File: src/sv/btpd_pkg.sv
// Package for the button triple-press detector.
// Holds the register map, reset values and the structs shared by the core and the top level.
// No dependencies.
package btpd_pkg;

    localparam int CFG_DATA_W   = 16;
    localparam int CFG_IDX_W    = 2;
    localparam int DEBOUNCE_W   = 10;
    localparam int WINDOW_W     = 16;
    localparam int GAP_W        = 16;
    localparam int SINCE_W      = 16;
    localparam int TOTAL_W      = 32;
    localparam int TALLY_W      = 3;
    localparam int PENDING_W    = 2;
    localparam int PRESSES_DEFAULT = 3;

    localparam logic [CFG_IDX_W-1:0] REG_ENABLE   = 2'd0;
    localparam logic [CFG_IDX_W-1:0] REG_DEBOUNCE = 2'd1;
    localparam logic [CFG_IDX_W-1:0] REG_WINDOW   = 2'd2;
    localparam logic [CFG_IDX_W-1:0] REG_MIN_GAP  = 2'd3;

    localparam logic                  ENABLE_RST   = 1'b1;
    localparam logic [DEBOUNCE_W-1:0] DEBOUNCE_RST = 10'd50;
    localparam logic [WINDOW_W-1:0]   WINDOW_RST   = 16'd2000;
    localparam logic [GAP_W-1:0]      MIN_GAP_RST  = 16'd150;

    typedef struct packed {
        logic                  enable;
        logic [DEBOUNCE_W-1:0] debounce_ticks;
        logic [WINDOW_W-1:0]   window_ticks;
        logic [GAP_W-1:0]      min_gap_ticks;
    } t_cfg;

    typedef struct packed {
        logic                 triple_detected;
        logic                 press_accepted;
        logic [PENDING_W-1:0] pending_presses;
        logic [TOTAL_W-1:0]   total_presses;
    } t_result;

endpackage

File: src/sv/btpd_core.sv
// Tick-by-tick state of the detector: debounce, window, gap and lifetime counters.
// Computes the result of one tick from the registered state and updates it on a step.
// Depends on btpd_pkg.
module btpd_core
    import btpd_pkg::*;
#(
    parameter int PRESSES_NEEDED = PRESSES_DEFAULT
) (
    input  logic    i_clk,
    input  logic    i_rst_n,
    input  logic    i_step,
    input  logic    i_pin_level,
    input  logic    i_clear_total,
    input  t_cfg    i_cfg,
    input  logic    i_enable_wr,
    output t_result o_result
);

    localparam logic [TALLY_W-1:0] NEED = TALLY_W'(PRESSES_NEEDED);

    logic                  r_prev_pin, n_prev_pin;
    logic                  r_db_busy, n_db_busy;
    logic [DEBOUNCE_W-1:0] r_db_left, n_db_left;
    logic                  r_win_busy, n_win_busy;
    logic [WINDOW_W-1:0]   r_win_left, n_win_left;
    logic [TALLY_W-1:0]    r_tally, n_tally;
    logic [SINCE_W-1:0]    r_since, n_since;
    logic [TOTAL_W-1:0]    r_total, n_total;
    logic                  triple;
    logic                  accepted;
    logic                  too_soon;

    always_comb begin
        n_prev_pin = i_pin_level;
        n_db_busy  = r_db_busy;
        n_db_left  = r_db_left;
        n_win_busy = r_win_busy;
        n_win_left = r_win_left;
        n_tally    = r_tally;
        n_since    = (r_since != '1) ? r_since + 1'b1 : r_since;
        n_total    = i_clear_total ? '0 : r_total;
        triple     = 1'b0;
        accepted   = 1'b0;
        too_soon   = 1'b0;

        if (r_win_busy) begin
            if (r_win_left != '0) begin
                n_win_left = r_win_left - 1'b1;
            end
            if (n_win_left == '0) begin
                n_win_busy = 1'b0;
                if (r_tally != '0 && r_tally < NEED) begin
                    n_tally = '0;
                end
            end
        end

        if (r_db_busy) begin
            if (r_db_left != '0) begin
                n_db_left = r_db_left - 1'b1;
            end
            if (n_db_left == '0) begin
                n_db_busy = 1'b0;
                if (!i_pin_level) begin
                    too_soon = (n_tally != '0) && (n_since < i_cfg.min_gap_ticks);
                    if (!too_soon) begin
                        accepted = 1'b1;
                        n_tally  = n_tally + 1'b1;
                        n_total  = n_total + 1'b1;
                        n_since  = '0;
                        if (n_tally == TALLY_W'(1)) begin
                            n_win_busy = 1'b1;
                            n_win_left = (i_cfg.window_ticks != '0) ?
                                         i_cfg.window_ticks : WINDOW_W'(1);
                        end
                        if (n_tally >= NEED) begin
                            triple     = 1'b1;
                            n_tally    = '0;
                            n_win_busy = 1'b0;
                            n_win_left = '0;
                        end
                    end
                end
            end
        end

        if (i_cfg.enable && !r_db_busy && r_prev_pin && !i_pin_level) begin
            n_db_busy = 1'b1;
            n_db_left = (i_cfg.debounce_ticks != '0) ?
                        i_cfg.debounce_ticks : DEBOUNCE_W'(1);
        end
    end

    always_comb begin
        o_result.triple_detected = triple;
        o_result.press_accepted  = accepted;
        o_result.pending_presses = (n_tally > TALLY_W'(3)) ? PENDING_W'(3) :
                                   n_tally[PENDING_W-1:0];
        o_result.total_presses   = n_total;
    end

    always_ff @(posedge i_clk) begin
        if (!i_rst_n) begin
            r_prev_pin <= 1'b1;
            r_db_busy  <= 1'b0;
            r_db_left  <= '0;
            r_win_busy <= 1'b0;
            r_win_left <= '0;
            r_tally    <= '0;
            r_since    <= '0;
            r_total    <= '0;
        end else begin
            if (i_step) begin
                r_prev_pin <= n_prev_pin;
                r_db_busy  <= n_db_busy;
                r_db_left  <= n_db_left;
                r_win_busy <= n_win_busy;
                r_win_left <= n_win_left;
                r_since    <= n_since;
                r_total    <= n_total;
            end
            if (i_enable_wr) begin
                r_tally <= '0;
            end else if (i_step) begin
                r_tally <= n_tally;
            end
        end
    end

endmodule

File: src/sv/button_triple_press_detector.sv
// Top level of the button triple-press detector.
// Holds the configuration registers, the input register and the result register.
// Depends on btpd_pkg and btpd_core.

// Each input beat is one millisecond tick and yields exactly one result beat. The block takes
// one tick per clock cycle unless the output stalls; a tick's result passes through the input
// register and then the result register, the only stages, and the whole tick update lies
// between them. Configuration writes take effect at once and are meant for an idle block.
module button_triple_press_detector
    import btpd_pkg::*;
#(
    parameter int PRESSES_NEEDED = PRESSES_DEFAULT
) (
    input  logic                  i_clk,
    input  logic                  i_rst_n,
    input  logic                  i_cfg_we,
    input  logic [CFG_IDX_W-1:0]  i_cfg_idx,
    input  logic [CFG_DATA_W-1:0] i_cfg_data,
    input  logic                  i_in_valid,
    output logic                  o_in_stall,
    input  logic                  i_pin_level,
    input  logic                  i_clear_total,
    output logic                  o_out_valid,
    input  logic                  i_out_stall,
    output logic                  o_triple_detected,
    output logic                  o_press_accepted,
    output logic [PENDING_W-1:0]  o_pending_presses,
    output logic [TOTAL_W-1:0]    o_total_presses
);

    t_cfg    r_cfg;
    logic    r_in_valid;
    logic    r_in_pin;
    logic    r_in_clear;
    logic    r_out_valid;
    t_result r_out;
    t_result step_result;
    logic    out_free;
    logic    step;
    logic    in_take;
    logic    enable_wr;

    assign out_free   = !r_out_valid || !i_out_stall;
    assign step       = r_in_valid && out_free;
    assign o_in_stall = r_in_valid && !out_free;
    assign in_take    = i_in_valid && !o_in_stall;
    assign enable_wr  = i_cfg_we && (i_cfg_idx == REG_ENABLE);

    always_ff @(posedge i_clk) begin
        if (!i_rst_n) begin
            r_cfg.enable         <= ENABLE_RST;
            r_cfg.debounce_ticks <= DEBOUNCE_RST;
            r_cfg.window_ticks   <= WINDOW_RST;
            r_cfg.min_gap_ticks  <= MIN_GAP_RST;
        end else if (i_cfg_we) begin
            unique case (i_cfg_idx)
                REG_ENABLE:   r_cfg.enable         <= i_cfg_data[0];
                REG_DEBOUNCE: r_cfg.debounce_ticks <= i_cfg_data[DEBOUNCE_W-1:0];
                REG_WINDOW:   r_cfg.window_ticks   <= i_cfg_data[WINDOW_W-1:0];
                REG_MIN_GAP:  r_cfg.min_gap_ticks  <= i_cfg_data[GAP_W-1:0];
                default:      r_cfg                <= r_cfg;
            endcase
        end
    end

    always_ff @(posedge i_clk) begin
        if (!i_rst_n) begin
            r_in_valid <= 1'b0;
        end else if (in_take) begin
            r_in_valid <= 1'b1;
        end else if (step) begin
            r_in_valid <= 1'b0;
        end
    end

    always_ff @(posedge i_clk) begin
        if (in_take) begin
            r_in_pin   <= i_pin_level;
            r_in_clear <= i_clear_total;
        end
    end

    btpd_core #(
        .PRESSES_NEEDED(PRESSES_NEEDED)
    ) u_core (
        .i_clk         (i_clk),
        .i_rst_n       (i_rst_n),
        .i_step        (step),
        .i_pin_level   (r_in_pin),
        .i_clear_total (r_in_clear),
        .i_cfg         (r_cfg),
        .i_enable_wr   (enable_wr),
        .o_result      (step_result)
    );

    always_ff @(posedge i_clk) begin
        if (!i_rst_n) begin
            r_out_valid <= 1'b0;
        end else if (out_free) begin
            r_out_valid <= step;
        end
    end

    always_ff @(posedge i_clk) begin
        if (step) begin
            r_out <= step_result;
        end
    end

    assign o_out_valid       = r_out_valid;
    assign o_triple_detected = r_out.triple_detected;
    assign o_press_accepted  = r_out.press_accepted;
    assign o_pending_presses = r_out.pending_presses;
    assign o_total_presses   = r_out.total_presses;

    // A completed set is always reported together with the press that completed it.
    a_triple_has_press: assert property (@(posedge i_clk) disable iff (!i_rst_n)
        r_out_valid && r_out.triple_detected |-> r_out.press_accepted)
        else $error("triple reported without an accepted press");

    // A completed set leaves nothing pending.
    a_triple_clears: assert property (@(posedge i_clk) disable iff (!i_rst_n)
        r_out_valid && r_out.triple_detected |-> r_out.pending_presses == '0)
        else $error("pending count not cleared by a triple");

    // The input side only stalls when a result is waiting and the consumer is stalling.
    a_stall_cause: assert property (@(posedge i_clk) disable iff (!i_rst_n)
        o_in_stall |-> r_out_valid && i_out_stall && r_in_valid)
        else $error("input stalled without a blocked result");

    // A tick that moves on leaves a result behind in the next cycle.
    a_step_result: assert property (@(posedge i_clk) disable iff (!i_rst_n)
        step |=> r_out_valid)
        else $error("tick processed without a result");

endmodule

File: config.mk
export PLATFORM = sky130hd
export DESIGN_NAME = button_triple_press_detector
export DESIGN_NICKNAME = d
export VERILOG_FILES = /design/src/sv/btpd_pkg.sv /design/src/sv/btpd_core.sv /design/src/sv/button_triple_press_detector.sv
export SDC_FILE = /design/constraint.sdc
export NUM_CORES = 1
export LEC_CHECK = 0
export ABC_AREA = 1
export BUFFER_PORTS_ARGS = -buffer_cell sky130_fd_sc_hd__buf_4
export CELL_PAD_IN_SITES_DETAIL_PLACEMENT = 1
export CELL_PAD_IN_SITES_GLOBAL_PLACEMENT = 2
export CORE_AREA = 2 2 163 165
export CTS_BUF_LIST = sky130_fd_sc_hd__clkbuf_8
export DETAILED_ROUTE_END_ITERATION = 12
export DIE_AREA = 0 0 165 167
export MAX_ROUTING_LAYER = met4
export PLACE_DENSITY = 0.89
export SYNTH_ARGS = -nofsm -noshare
export SYNTH_HDL_FRONTEND = slang
export SYNTH_HIERARCHICAL = 1
export SYNTH_SLANG_ARGS = --single-unit
File: constraint.sdc
create_clock -name i_clk -period 5.99 [get_ports i_clk]
set_input_delay 0.2995 -clock i_clk [delete_from_list [all_inputs] [get_ports i_clk]]
set_output_delay 0.2995 -clock i_clk [all_outputs]
set_load 0.03 [all_outputs]
; After elaboration in Yosys (flattened, before gate mapping)
; Cells that the tools add are included.
[word_totals]
reg_bits = 163
input_bits = 25
wordCells = 120
[classes]
add_sub_neg = 5
n_lt_le_gt_ge = 4
eq_ne = 5
n_mux = 48
n_bitwise = 3
reduce_logical = 35
[op_table]
columns = operator, n
row1 = $mux 16, 15
row2 = $mux 32, 5
row3 = $mux 10, 5
row4 = $add 32x1->32 const B, 1
row5 = $reduce_bool 16->1, 2
row6 = $mux 3, 8
row7 = $reduce_bool 10->1, 2
row8 = $add 16x1->16 const B, 1
row9 = $logic_not 16->1, 1
row10 = $lt 16x16->1, 1
row11 = $ne 16x16->1 const B, 1
row12 = $sub 16x1->16 const B, 1
row13 = $mux 1, 15
row14 = $logic_not 10->1, 1
row15 = $reduce_and 2->1, 5
row16 = $sub 10x1->10 const B, 1
row17 = $logic_and 1x1->1, 9
row18 = $logic_not 1->1, 6
row19 = $reduce_bool 3->1, 2
row20 = $eq 2x2->1 const B, 2
row21 = $reduce_bool 2->1, 2
row22 = $reduce_or 4->1, 1
row23 = $add 3x1->3 const B, 1
row24 = $eq 3x1->1 const B, 1
row25 = other kinds (9), 11

; Depth between registers and ports, before layout
; Gate-level depths: netlist of run 1.
[logic_depth]
word_depth = 14
ltp_mapped = 26
depth_no_buf = 25

; Cells and area by module
; The synthesis of run 1 kept the hierarchy.
[by_module_without_submodules]
columns = mod, instances, cells_per_inst, area_per_inst_um2
row1 = btpd_core, 1, 1127, 6706.4
row2 = button_triple_press_detector, 1, 305, 2982.9

; Worst setup path after synthesis of run 1
; Ideal clock, no wire load.
[synth_path]
path_type = flip-flop to flip-flop
from = reg r_out_valid, in the netlist o_out_valid
to = reg u_core.r_db_left[9]
setup_ns = 0.095
arrival_time_ns = 3.479
t_required_ns = 5.895
path_slack_ns = 2.416
stages_incl_launch_ff = 9
period_less_slack_ns = 3.574
path_cell_list = dfxtp_1 nand2_1 inv_1 nor2_1 inv_1 o21ai_1 inv_1 clkbuf_1 a221oi_1
[synth_via]
elab_chain_len = 4
[synth_lines]
columns = item, line
row1 = from (decl), button_triple_press_detector.sv:35  ; logic r_out_valid;
row2 = from (signal assigned), button_triple_press_detector.sv:100  ; r_out_valid <= step;
row3 = $logic_not 1->1, button_triple_press_detector.sv:43  ; assign out_free = !r_out_valid || !i_out_stall;
row4 = $logic_or 1x1->1, button_triple_press_detector.sv:43
row5 = $logic_and 1x1->1, button_triple_press_detector.sv:44  ; assign step = r_in_valid && out_free;
row6 = named net step, button_triple_press_detector.sv:39  ; logic step;
row7 = $reduce_and 2->1 (no line), -
row8 = to (signal assigned), btpd_core.sv:116  ; r_db_left <= n_db_left;
row9 = to (decl), btpd_core.sv:23  ; logic [DEBOUNCE_W-1:0] r_db_left, n_db_left;
; The timed path passes the listed nets, and every way through them passes these cells.
; A chain may end at the register's enable or synchronous reset.

; Worst setup path in the final report of run 1
[layout_path]
from = reg u_core.r_since[0]
to = reg r_out (netlist bit o_pending_presses[0]), data pin
[layout_via]
elab_chain_len = 9
[layout_lines]
columns = item, line
row1 = from (decl), btpd_core.sv:27  ; logic [SINCE_W-1:0] r_since, n_since;
row2 = from (signal assigned), btpd_core.sv:119  ; r_since <= n_since;
row3 = $add 16x1->16 / $ne 16x16->1 (equally long branches), btpd_core.sv:40  ; n_since = (r_since != '1) ? r_since + 1'b1 : r_since;
row4 = $mux 16 (*), btpd_core.sv:40
row5 = $lt 16x16->1 (*), btpd_core.sv:65  ; too_soon = (n_tally != '0) && (n_since < i_cfg.min_gap_ticks);
row6 = $logic_and 1x1->1 (*), btpd_core.sv:65
row7 = $mux 3 (*), btpd_core.sv:66  ; if (!too_soon) begin
row8 = $mux 3 (*), btpd_core.sv:64  ; if (!i_pin_level) begin
row9 = $mux 3 (*), btpd_core.sv:62  ; if (n_db_left == '0) begin
row10 = $mux 3 (*), btpd_core.sv:58  ; if (r_db_busy) begin
row11 = $gt 3x2->1, btpd_core.sv:97  ; o_result.pending_presses = (n_tally > TALLY_W'(3)) ? PENDING_W'(3) :
row12 = to (signal assigned), button_triple_press_detector.sv:106  ; r_out <= step_result;
row13 = to (decl), button_triple_press_detector.sv:36  ; t_result r_out;
; Every way passes the cells marked *; elsewhere a longest branch is shown, timed or not.

==> reports/qor.log, run 1 <==
INFO  min_path       cells_on_worst_hold_path=3
INFO  synthesis      ys_top_cells_by_area=dfxtp_1, nand2_1, edfxtp_1
INFO  min_path       worst_min_path_class=in2reg
INFO  setup_path     rr_startpoint=u_core/r_since[0]
INFO  timing         period_utilisation_layout=76.5%
INFO  setup_path     reg2regPathDepth=22
INFO  timing         fmax=218MHz
INFO  synthesis      yosys.cell_types.count=45
INFO  placed_design  detailedPlacementHpwl=19700um
INFO  setup_path     startpoint_type=flop
INFO  grt            via_count_of_the_first_global_routing_pass=8997
INFO  placed_design  postPlaceCellArea=10300um2
INFO  pwr            powerDensity=226nW/um2
INFO  timing         hold_viol=0
INFO  timing         timing.slew.headroom=26.0%
INFO  synthesis      ys_dominant_reg_cell=dfxtp_1
INFO  grt            grt_first_pass_wirelength=45200um
INFO  floorplanning  die_x=165um
INFO  min_path       hold-path-endpoint=r_cfg[13]
INFO  route          final_antenna_net_count=0
INFO  timing         finalSetupViolations=0
INFO  setup_path     critical_path_class=reg2reg
INFO  cells_and_area post_route_cells_drive_above_1_share=11.0%
INFO  route          wl=27000um
INFO  setup_path     crit_path_end_kind=flop
INFO  setup_path     critical_path.slowest_cell=inv_2
INFO  clocking       cts_max_level=4
INFO  setup_path     worstPathArrival=4780ps
INFO  timing         tightest_slew=1110ps
INFO  status         status=finished clean
INFO  timing         period_minus_slack=4580ps
INFO  min_path       hp-start=i_cfg_data[13]
INFO  route          drt-vias-per-instance=4.93
INFO  synthesis      synth_nets=1479
INFO  synthesis      synth_most_common_cell=nand2_1
INFO  clocking       cts_tree=yes
INFO  timing         grt_setup_unrepaired=false
INFO  floorplanning  design.portCount=63
INFO  synthesis      synthesized_instance_count=1432
INFO  cells_and_area syn_to_final_growth=10.5%
INFO  setup_path     worstPathMaxFanout=26
INFO  job            maxCapViolations=0
INFO  clocking       cts_resized=0
INFO  grt            maximum_number_of_pins_on_one_net_before_global_route_repair=84
INFO  synthesis      synthesis.area=9690um2
INFO  cells_and_area num-nets-final=1510
INFO  synthesis      synthesized_area_per_cell=6.77um2
INFO  floorplanning  dieHeight=167um
INFO  route          vias=8924
INFO  placed_design  port-buffer-count=62
INFO  clocking       cts_buffer_count=17
INFO  floorplanning  core.rowCount=59
INFO  clocking       clock_tree.buffer_depth=2
INFO  placed_design  globalplace.congestion=0.840
INFO  cells_and_area post-route-cell-area=10700um2
INFO  floorplanning  core-area=25800um2
INFO  timing         worst_hold_slack=67.1ps
INFO  clocking       cts.root.buffer_cell=clkbuf_8
INFO  clocking       cts_num_sinks=163
INFO  floorplanning  dieArea=27600um2
INFO  setup_path     crit-reg2reg-capture=o_pending_presses[0]
INFO  clocking       path_clk_slew=100ps
INFO  setup_path     cpPeakStageDelay=550ps
INFO  pwr            static-leakage-power=4.92nW
INFO  pwr            vdd_drop_max=0.101mV
INFO  route          post_drt_wl_per_cell=14.9um
INFO  setup_path     cp_data_required_time=6190ps
INFO  synthesis      yosys_warnings=6
INFO  setup_path     setup.reg_to_reg.worst_slack=1410ps
INFO  synthesis      synthTopCellsByCount=nand2_1, inv_1, nor2_1
INFO  synthesis      synth-edff-count=38
INFO  grt            groute.usage.overall=20.9%
INFO  route          violation_count_after_the_first_detailed_routing_iteration=611
INFO  route          post-route-drc-count=0
INFO  timing         totalNegativeSetupSlack=0ps
INFO  setup_path     crit_path_cell_trace=ha_1 -> nand2_1 -> nor2_1 -> nand2_1 -> nor2_1 -> inv_1 -> nor2_1 -> inv_1 -> nand3_1 -> xnor2_1 -> ha_1 -> a21oi_1 -> o21ai_0 -> nand3_1 -> a21oi_1 -> nor2_1 -> nand2_1 -> nand3_2 -> inv_2 -> nand2_2 -> nand2_1 -> o21ai_1
INFO  cells_and_area antennaDiodeCount=0
INFO  timing         clock-skew-final=19.2ps
INFO  synthesis      async_reset_ff_share=0%
INFO  synthesis      number_of_synthesized_register_bits=163
INFO  cells_and_area post-route-util=41.5%
INFO  synthesis      synth_largest_type_area_fraction=25.8%
INFO  clocking       later_pin_clock_latency_in_the_skew_report=470ps
INFO  pwr            design_power_total=0.00242W
INFO  timing         report.final.slew_viol_count=0
INFO  grt            antenna_found_initial=0
INFO  floorplanning  initial_utilization=37.6%
INFO  synthesis      synthDominantAreaCellType=dfxtp_1
INFO  grt            grt-ovfl-total=0
INFO  synthesis      synth-seq-area-share=37.6%
INFO  route          detail_route.first_pass.iterations=5
## stage by stage
stage,cells,setup WS (ps)
3_3_place_gp,1777,1590
5_1_grt,1811,828
2_1_floorplan,1432,2420
6_report,1811,1410
3_5_place_dp,1777,1420
4_1_cts,1811,1360
## power breakdown
part	switching (W)	internal [W]	leakage (nW)
clock network	0.000447	0.000302	0.176
logic	0.000312	0.000148	3.35
registers	0.0000347	0.00118	1.39
## placed cells by master (no fill, tap or decap), types with 9 or more instances in the layout
master	n
o21ai_0	99
nor2_1	183
xnor2_1	9
nand4_1	19
nor2_4	9
dfxtp_1	125
nand3_1	70
a21oi_1	102
nand2_1	360
xor2_1	19
clkbuf_8	18
inv_1	225
ha_1	22
buf_4	69
edfxtp_1	38
o21ai_2	15
## worst max path at each step
stage | start | end | slack (ps) | cells after the start
6_report | u_core/r_since[0] | o_pending_presses[0] | 1410 | 22
5_1_grt | u_core/r_since[0] | o_pending_presses[0] | 830 | 22
4_1_cts | u_core/r_since[0] | o_pending_presses[0] | 1360 | 22
3_5_place_dp | u_core/r_since[0] | o_pending_presses[0] | 1420 | 22
3_3_place_gp | u_core/r_since[0] | o_pending_presses[0] | 1590 | 22
2_1_floorplan | o_out_valid | u_core/r_db_left[9] | 2420 | 8
## routing by layer
layer / wire length (um) / vias to the layer above / share of wire [%] / track usage, %
met2: 12700 / 98 / 47 / 33.1
met3: 880 / 19 / 3.3 / 3.66
li1: - / 4572 / - / -
met5: 0 / - / 0 / -
met1: 13200 / 4235 / 49 / 28.0
met4: 233 / 0 / 0.86 / 4.50
## logic make-up (layout without fill, tap and decap cells)
kind of cell	Yosys count	after routing	synth area share (%)
and+or+nand+nor	690	690	31.3
buffers and inverters	291	335	12.3
AOI/OAI and AO/OA	238	238	13.4
DFF	163	163	37.6
xor gates and xnor gates	28	28	2.53
adders and majority gates	22	22	2.84
## worst max-delay path: cells and delay by family, from the launching register on
kind            cells  cell delay (ps)
buf+inv             3              820
compound gates      4              420
xor+xnor            1               90
fa+ha+maj           2              510
simple gates       12             2050
flops               1              390
## flip-flops by register name (all words and copies together), names as in the netlist
register and cells:
u_core/r_prev_pin 1, r_cfg 43, u_core/r_db_busy 1, o_pending_presses 2, o_press_accepted 1, u_core/r_since 16, r_in_pin 1, o_out_valid 1
u_core/r_win_left 16, r_in_clear 1, o_triple_detected 1, u_core/r_tally 3, u_core/r_total 32, u_core/r_db_left 10, u_core/r_win_busy 1, r_in_valid 1
o_total_presses 32
## final cells by class
class,instances,area (um2)
clock buffers,18,248
clock inverters,14,105
fillers,3376,15100
inverters,231,872
multi-input cells,978,4860
flip-flops and latches,163,3640
well taps,335,419
repair buffers,72,558
## timing repair
| item | 4_1_cts | 5_1_grt |
|---|---|---|
| hold endpoints to repair | 2 | 0 |
| hold buffers | 2 | 0 |
| buffers inserted | 0 | 0 |
Power figures use the tool's default switching activity.
==> run 2: changes to the inputs <==
- CORE_AREA: 2 2 163 165 -> 2 2 178 180
- DIE_AREA: 0 0 165 167 -> 0 0 180 182
- PLACE_DENSITY: 0.89 -> 0.79
- clock period: 5.99 -> 3.9 ns (I/O delays scaled with it)
==> reports/qor.log, run 2 (synthesized netlist as in run 1, its figures left out) <==
INFO  status         status=finished clean
INFO  clocking       cts_buffer_count=17
INFO  placed_design  postPlaceCellArea=10500um2
INFO  floorplanning  die_x=180um
INFO  timing         period_utilisation_layout=91.2%
INFO  pwr            static-leakage-power=5.16nW
INFO  setup_path     critical_path_class=reg2reg
INFO  placed_design  port-buffer-count=62
INFO  timing         finalSetupViolations=0
INFO  floorplanning  dieArea=32800um2
INFO  setup_path     worstPathArrival=3980ps
INFO  clocking       path_clk_slew=100ps
INFO  cells_and_area max_flop_register=r_cfg
INFO  route          drt-vias-per-instance=4.72
INFO  route          final_antenna_net_count=0
INFO  setup_path     cpPeakStageDelay=330ps
INFO  setup_path     critical_path.slowest_cell=dfxtp_1
INFO  route          vias=9026
INFO  setup_path     startpoint_type=flop
INFO  clocking       cts_max_level=4
INFO  grt            grt_first_pass_wirelength=47100um
INFO  min_path       worst_min_path_class=in2reg
INFO  setup_path     crit_top_cell=nand2_1
INFO  clocking       cts.root.buffer_cell=clkbuf_8
INFO  setup_path     crit_path_cell_trace=inv_1 -> ha_2 -> nand2_2 -> nor2_4 -> nand2_8 -> nand2_2 -> nand2_1 -> nor2_1 -> nand2_1 -> nor2_2 -> nand4_1 -> nand2_2 -> inv_1 -> ha_1 -> or2_2 -> nand3_1 -> buf_12 -> nand2_1 -> o21ai_0 -> nand3_1 -> nand2_1 -> nand3_1 -> a21oi_1
INFO  pwr            vdd_drop_max=0.184mV
INFO  cells_and_area num-nets-final=1546
INFO  setup_path     crit_path_end_kind=flop
INFO  setup_path     worstPathMaxFanout=25
INFO  floorplanning  design.portCount=63
INFO  placed_design  detailedPlacementHpwl=20500um
INFO  timing         clock-skew-final=24.7ps
INFO  floorplanning  core.rowCount=65
INFO  floorplanning  dieHeight=182um
INFO  placed_design  globalplace.congestion=0.826
INFO  route          violation_count_after_the_first_detailed_routing_iteration=378
INFO  cells_and_area num-fill-cells=3932
INFO  cells_and_area largest_register_ffs=43
INFO  clocking       clock_tree.buffer_depth=2
INFO  grt            antenna_found_initial=0
INFO  cells_and_area number_of_cells_in_the_finished_layout_apart_from_fillers=1914
INFO  timing         final.setup.worst_slack=342ps
INFO  cells_and_area post_route_cells_drive_above_1_share=12.7%
INFO  placed_design  numPlacedInstances=1856
INFO  route          detail_route.first_pass.iterations=4
INFO  timing         timing.slew.headroom=28.8%
INFO  clocking       cts_num_sinks=163
INFO  grt            maximum_number_of_pins_on_one_net_before_global_route_repair=94
INFO  grt            via_count_of_the_first_global_routing_pass=9168
INFO  timing         hold_viol=0
INFO  setup_path     cp_data_required_time=4320ps
INFO  placed_design  worst_slack_after_detailed_placement=-24.0ps
INFO  cells_and_area syn_to_final_growth=16.4%
INFO  cells_and_area layout_common_cells=nand2_1, inv_1, nor2_1, dfxtp_1, a21oi_1
INFO  cells_and_area antennaDiodeCount=0
INFO  timing         report.final.slew_viol_count=0
INFO  pwr            powerDensity=351nW/um2
INFO  job            maxCapViolations=0
INFO  floorplanning  initial_utilization=31.3%
INFO  route          wl=28600um
INFO  timing         fmax=281MHz
INFO  route          post-route-drc-count=0
INFO  grt            groute.usage.overall=18.2%
INFO  grt            grt-ovfl-total=0
INFO  timing         period_minus_slack=3560ps
INFO  timing         tightest_slew=1060ps
INFO  timing         worst_hold_slack=81.3ps
INFO  pwr            design_power_total=0.00396W
INFO  floorplanning  core-area=31000um2
INFO  cells_and_area post-route-cell-area=11300um2
INFO  route          post_drt_wl_per_cell=14.9um
INFO  cells_and_area layout_commonest_cell=nand2_1
INFO  clocking       later_pin_clock_latency_in_the_skew_report=480ps
INFO  clocking       cts_tree=yes
[run 2: changes by cell type in the layout (fill, tap and decap cells not counted), sizes merged]
cell | previous run | this run
clkinvlp | 3 | 0
clkinv | 8 | 6
bufinv | 0 | 3
clkbuf | 18 | 19
inv | 234 | 236
dlygate4sd3 | 2 | 20
buf | 70 | 87
[run 2: timing repair]
item                                    CTS  global route
resized for setup                         1            21
buffers inserted                          0             5
cloned                                    0             1
hold buffers                             20             0
endpoints found under the setup margin   15            91
hold endpoints to repair                 42             0
pin swaps                                 0             2
[run 2: power breakdown]
group | internal (W) | switching, W
combinational | 0.000252 | 0.000500
clock | 0.000650 | 0.000694
sequential | 0.00181 | 0.0000566
total | 0.00271 | 0.00125
[run 2: path summary, 6_finish.rpt]
| path | slack [ps] | depth (start not counted) | startpoint | to |
|---|---|---|---|---|
| max reg2reg | 340 | 23 | u_core/r_win_left[1] | u_core/r_win_left[5] |
| max | 340 | 23 | u_core/r_win_left[1] | u_core/r_win_left[5] |
| min | 80 | 3 | i_cfg_idx[1] | r_cfg[26] |
| min reg2reg | 460 | 2 | u_core/r_tally[2] | u_core/r_tally[2] |
[run 2: worst max-delay path: cells and delay by family (launching register included)]
family	cells	cell delay [ps]
and+or+nand+nor	16	2120
AOI/OAI and AO/OA	2	230
DFF	1	330
adders and majority gates	2	410
buffers and inverters	3	370
[run 2: cell type report]
type	count	area, um2	area share [%]
well taps	402	503	4.46
clock inverters	14	160	1.42
flip-flops and latches	163	3640	32.3
inverters	231	872	7.73
multi-input cells	978	4920	43.6
clock buffers	18	248	2.20
repair buffers	108	932	8.27
[run 2: through the flow]
step | util, % | setup TNS, ps
2_1_floorplan | - | 0
3_3_place_gp | 33.9 | 0
6_report | 36.4 | 0
5_1_grt | 36.4 | -28.5
3_5_place_dp | 33.9 | -81.7
4_1_cts | 35.9 | 0
[run 2: layer usage]
| layer | vias up | share of wire [%] | global-route usage (%) |
|---|---|---|---|
| li1 | 4647 | - | - |
| met1 | 4247 | 49 | 23.3 |
| met2 | 110 | 47 | 30.2 |
| met3 | 22 | 2.6 | 2.75 |
| met4 | 0 | 1.3 | 4.36 |
| met5 | - | 0 | - |
==> run 3: changes to the inputs <==
- GPL_TIMING_DRIVEN: unset -> 0
==> reports/qor.log, run 3 (synthesized netlist as in run 1, its figures left out) <==
INFO  cells_and_area largest_register_ffs=43
INFO  placed_design  detailedPlacementHpwl=23400um
INFO  clocking       cts.root.buffer_cell=clkbuf_8
INFO  route          vias=9244
INFO  pwr            vdd_drop_max=0.168mV
INFO  route          post-route-drc-count=0
INFO  route          wl=30400um
INFO  setup_path     reg2regPathDepth=19
INFO  timing         hold_viol=0
INFO  setup_path     worstPathMaxFanout=10
INFO  grt            via_count_of_the_first_global_routing_pass=9516
INFO  grt            globalRoute.busiestLayer=met2
INFO  clocking       cts_max_level=4
INFO  min_path       hp-start=i_cfg_idx[1]
INFO  route          violation_count_after_the_first_detailed_routing_iteration=389
INFO  grt            antenna_found_initial=0
INFO  cells_and_area post_route_cells_drive_above_1_share=13.6%
INFO  setup_path     cp_data_required_time=4120ps
INFO  clocking       cts_num_sinks=163
INFO  timing         grt_setup_unrepaired=true
INFO  cells_and_area num-fill-cells=3940
INFO  cells_and_area layout_common_cells=nand2_1, inv_1, nor2_1, dfxtp_1, a21oi_1
INFO  clocking       path_clk_slew=90ps
INFO  setup_path     worstPathArrival=3840ps
INFO  pwr            static-leakage-power=5.21nW
INFO  setup_path     critical_path_class=reg2reg
INFO  grt            grt-ovfl-total=0
INFO  timing         period_utilisation_layout=92.9%
INFO  timing         tightest_slew=845ps
INFO  cells_and_area post-route-cell-area=11400um2
INFO  timing         report.final.slew_viol_count=0
INFO  setup_path     rr_startpoint=u_core/r_since[0]
INFO  status         status=finished clean
INFO  clocking       clock_tree.buffer_depth=2
INFO  timing         timing.slew.headroom=43.3%
INFO  grt            gr-usage-met1=24.7%
INFO  route          detail_route.first_pass.iterations=5
INFO  setup_path     crit_path_cell_trace=inv_1 -> nor3_1 -> inv_1 -> nor2_1 -> nand2_1 -> nor4_4 -> nand3_2 -> o21ai_0 -> nand3b_1 -> ha_1 -> a221o_1 -> nor2_2 -> nand2_4 -> nand3_4 -> buf_6 -> buf_6 -> nand2_1 -> nand3_2 -> o21ai_0
INFO  floorplanning  dieHeight=182um
INFO  route          drt-vias-per-instance=4.74
INFO  cells_and_area num-nets-final=1583
INFO  cells_and_area post-route-util=36.9%
INFO  floorplanning  design.portCount=63
INFO  route          post_drt_wl_per_cell=15.6um
INFO  setup_path     crit-reg2reg-capture=o_pending_presses[1]
INFO  timing         clock-skew-final=22.2ps
INFO  grt            global_route.usage.met3=3.03%
INFO  grt            groute.layer.met2.usage=32.7%
INFO  clocking       cts_buffer_count=17
INFO  cells_and_area max_flop_register=r_cfg
INFO  placed_design  port-buffer-count=60
INFO  grt            grt_first_pass_wirelength=49800um
INFO  cells_and_area layout_commonest_cell=nand2_1
INFO  min_path       cells_on_worst_hold_path=3
INFO  floorplanning  die_x=180um
INFO  timing         finalSetupViolations=0
INFO  clocking       later_pin_clock_latency_in_the_skew_report=490ps
INFO  setup_path     critical_path.slowest_cell=a221o_1
INFO  route          final_antenna_net_count=0
INFO  floorplanning  dieArea=32800um2
INFO  cells_and_area syn_to_final_growth=18.1%
INFO  job            maxCapViolations=0
INFO  cells_and_area antennaDiodeCount=0
INFO  pwr            powerDensity=343nW/um2
INFO  min_path       hold-path-endpoint=r_cfg[20]
INFO  min_path       worst_min_path_class=in2reg
INFO  floorplanning  core-area=31000um2
INFO  timing         fmax=276MHz
INFO  setup_path     cpPeakStageDelay=400ps
INFO  setup_path     crit_path_end_kind=flop
INFO  clocking       cts_tree=yes
INFO  placed_design  postPlaceCellArea=10700um2
INFO  floorplanning  core.rowCount=65
INFO  grt            maximum_number_of_pins_on_one_net_before_global_route_repair=36
INFO  timing         period_minus_slack=3620ps
INFO  setup_path     startpoint_type=flop
INFO  grt            groute.usage.overall=19.5%
INFO  setup_path     setup.reg_to_reg.worst_slack=280ps
INFO  placed_design  globalplace.congestion=0.794
INFO  floorplanning  initial_utilization=31.3%
## run 3: area by class of cell
cell class                 instances  area (um2)  share of cell area, %
inverter                         231         875                   7.64
buffer                            58         329                   2.88
clock inverter                    15         159                   1.39
tap                              402         503                   4.39
multi-input combinational        978        4980                   43.5
sequential                       163        3650                   31.9
timing repair buffer              87         721                   6.30
clock buffer                      17         234                   2.04
## run 3: repair_timing
action                     4_1_cts  5_1_grt
hold endpoints to repair        40        0
setup endpoints to repair       98      103
hold buffers                    22        0
gates resized for setup         13       31
buffers inserted                 0        4
pin swaps                        0        7
## run 3: report_power, final
part | leakage, nW | internal (W) | switching, W
sequential | 1.40 | 0.00181 | 0.0000533
clock | 0.193 | 0.000574 | 0.000706
combinational | 3.62 | 0.000267 | 0.000522
total | 5.21 | 0.00265 | 0.00128
## run 3: how the worst max path moves through the flow
stage	from	endpoint	slack, ps	cells after the start
after floorplan	o_out_valid	u_core/r_db_left[9]	330	8
after global placement	i_out_stall	u_core/r_db_left[6]	-1230	10
after detailed placement	u_core/r_since[0]	o_total_presses[7]	-390	23
after CTS	u_core/r_win_left[1]	u_core/r_win_left[11]	6	24
after global routing	u_core/r_win_left[0]	u_core/r_win_left[11]	-30	24
final	u_core/r_since[0]	o_pending_presses[1]	280	19
## run 3: worst max-delay path, delay by kind of cell (launching register included)
kind	cells	cell delay, ps
and+or+nand+nor	11	1470
AOI/OAI and AO/OA	3	670
buffers and inverters	4	520
DFF	1	380
adders and majority gates	1	320
## run 3: per-stage QoR
step	worst slack, ps	hold slack, ps	power, W	std cells	setup TNS (ps)
2_1_floorplan	326	294	0.00241	1432	0
3_3_place_gp	-1230	376	0.00263	1894	-36080
3_5_place_dp	-390	381	0.00266	1895	-15550
4_1_cts	5.60	61.6	0.00397	1949	0
5_1_grt	-28.6	97.5	0.00416	1951	-67.0
6_report	278	94.3	0.00393	1951	0
## run 3: routing by layer
metal	share of wire, %	vias up
li1	-	4718
met1	48	4397
met2	48	107
met3	2.6	22
met4	1.2	0
met5	0	-
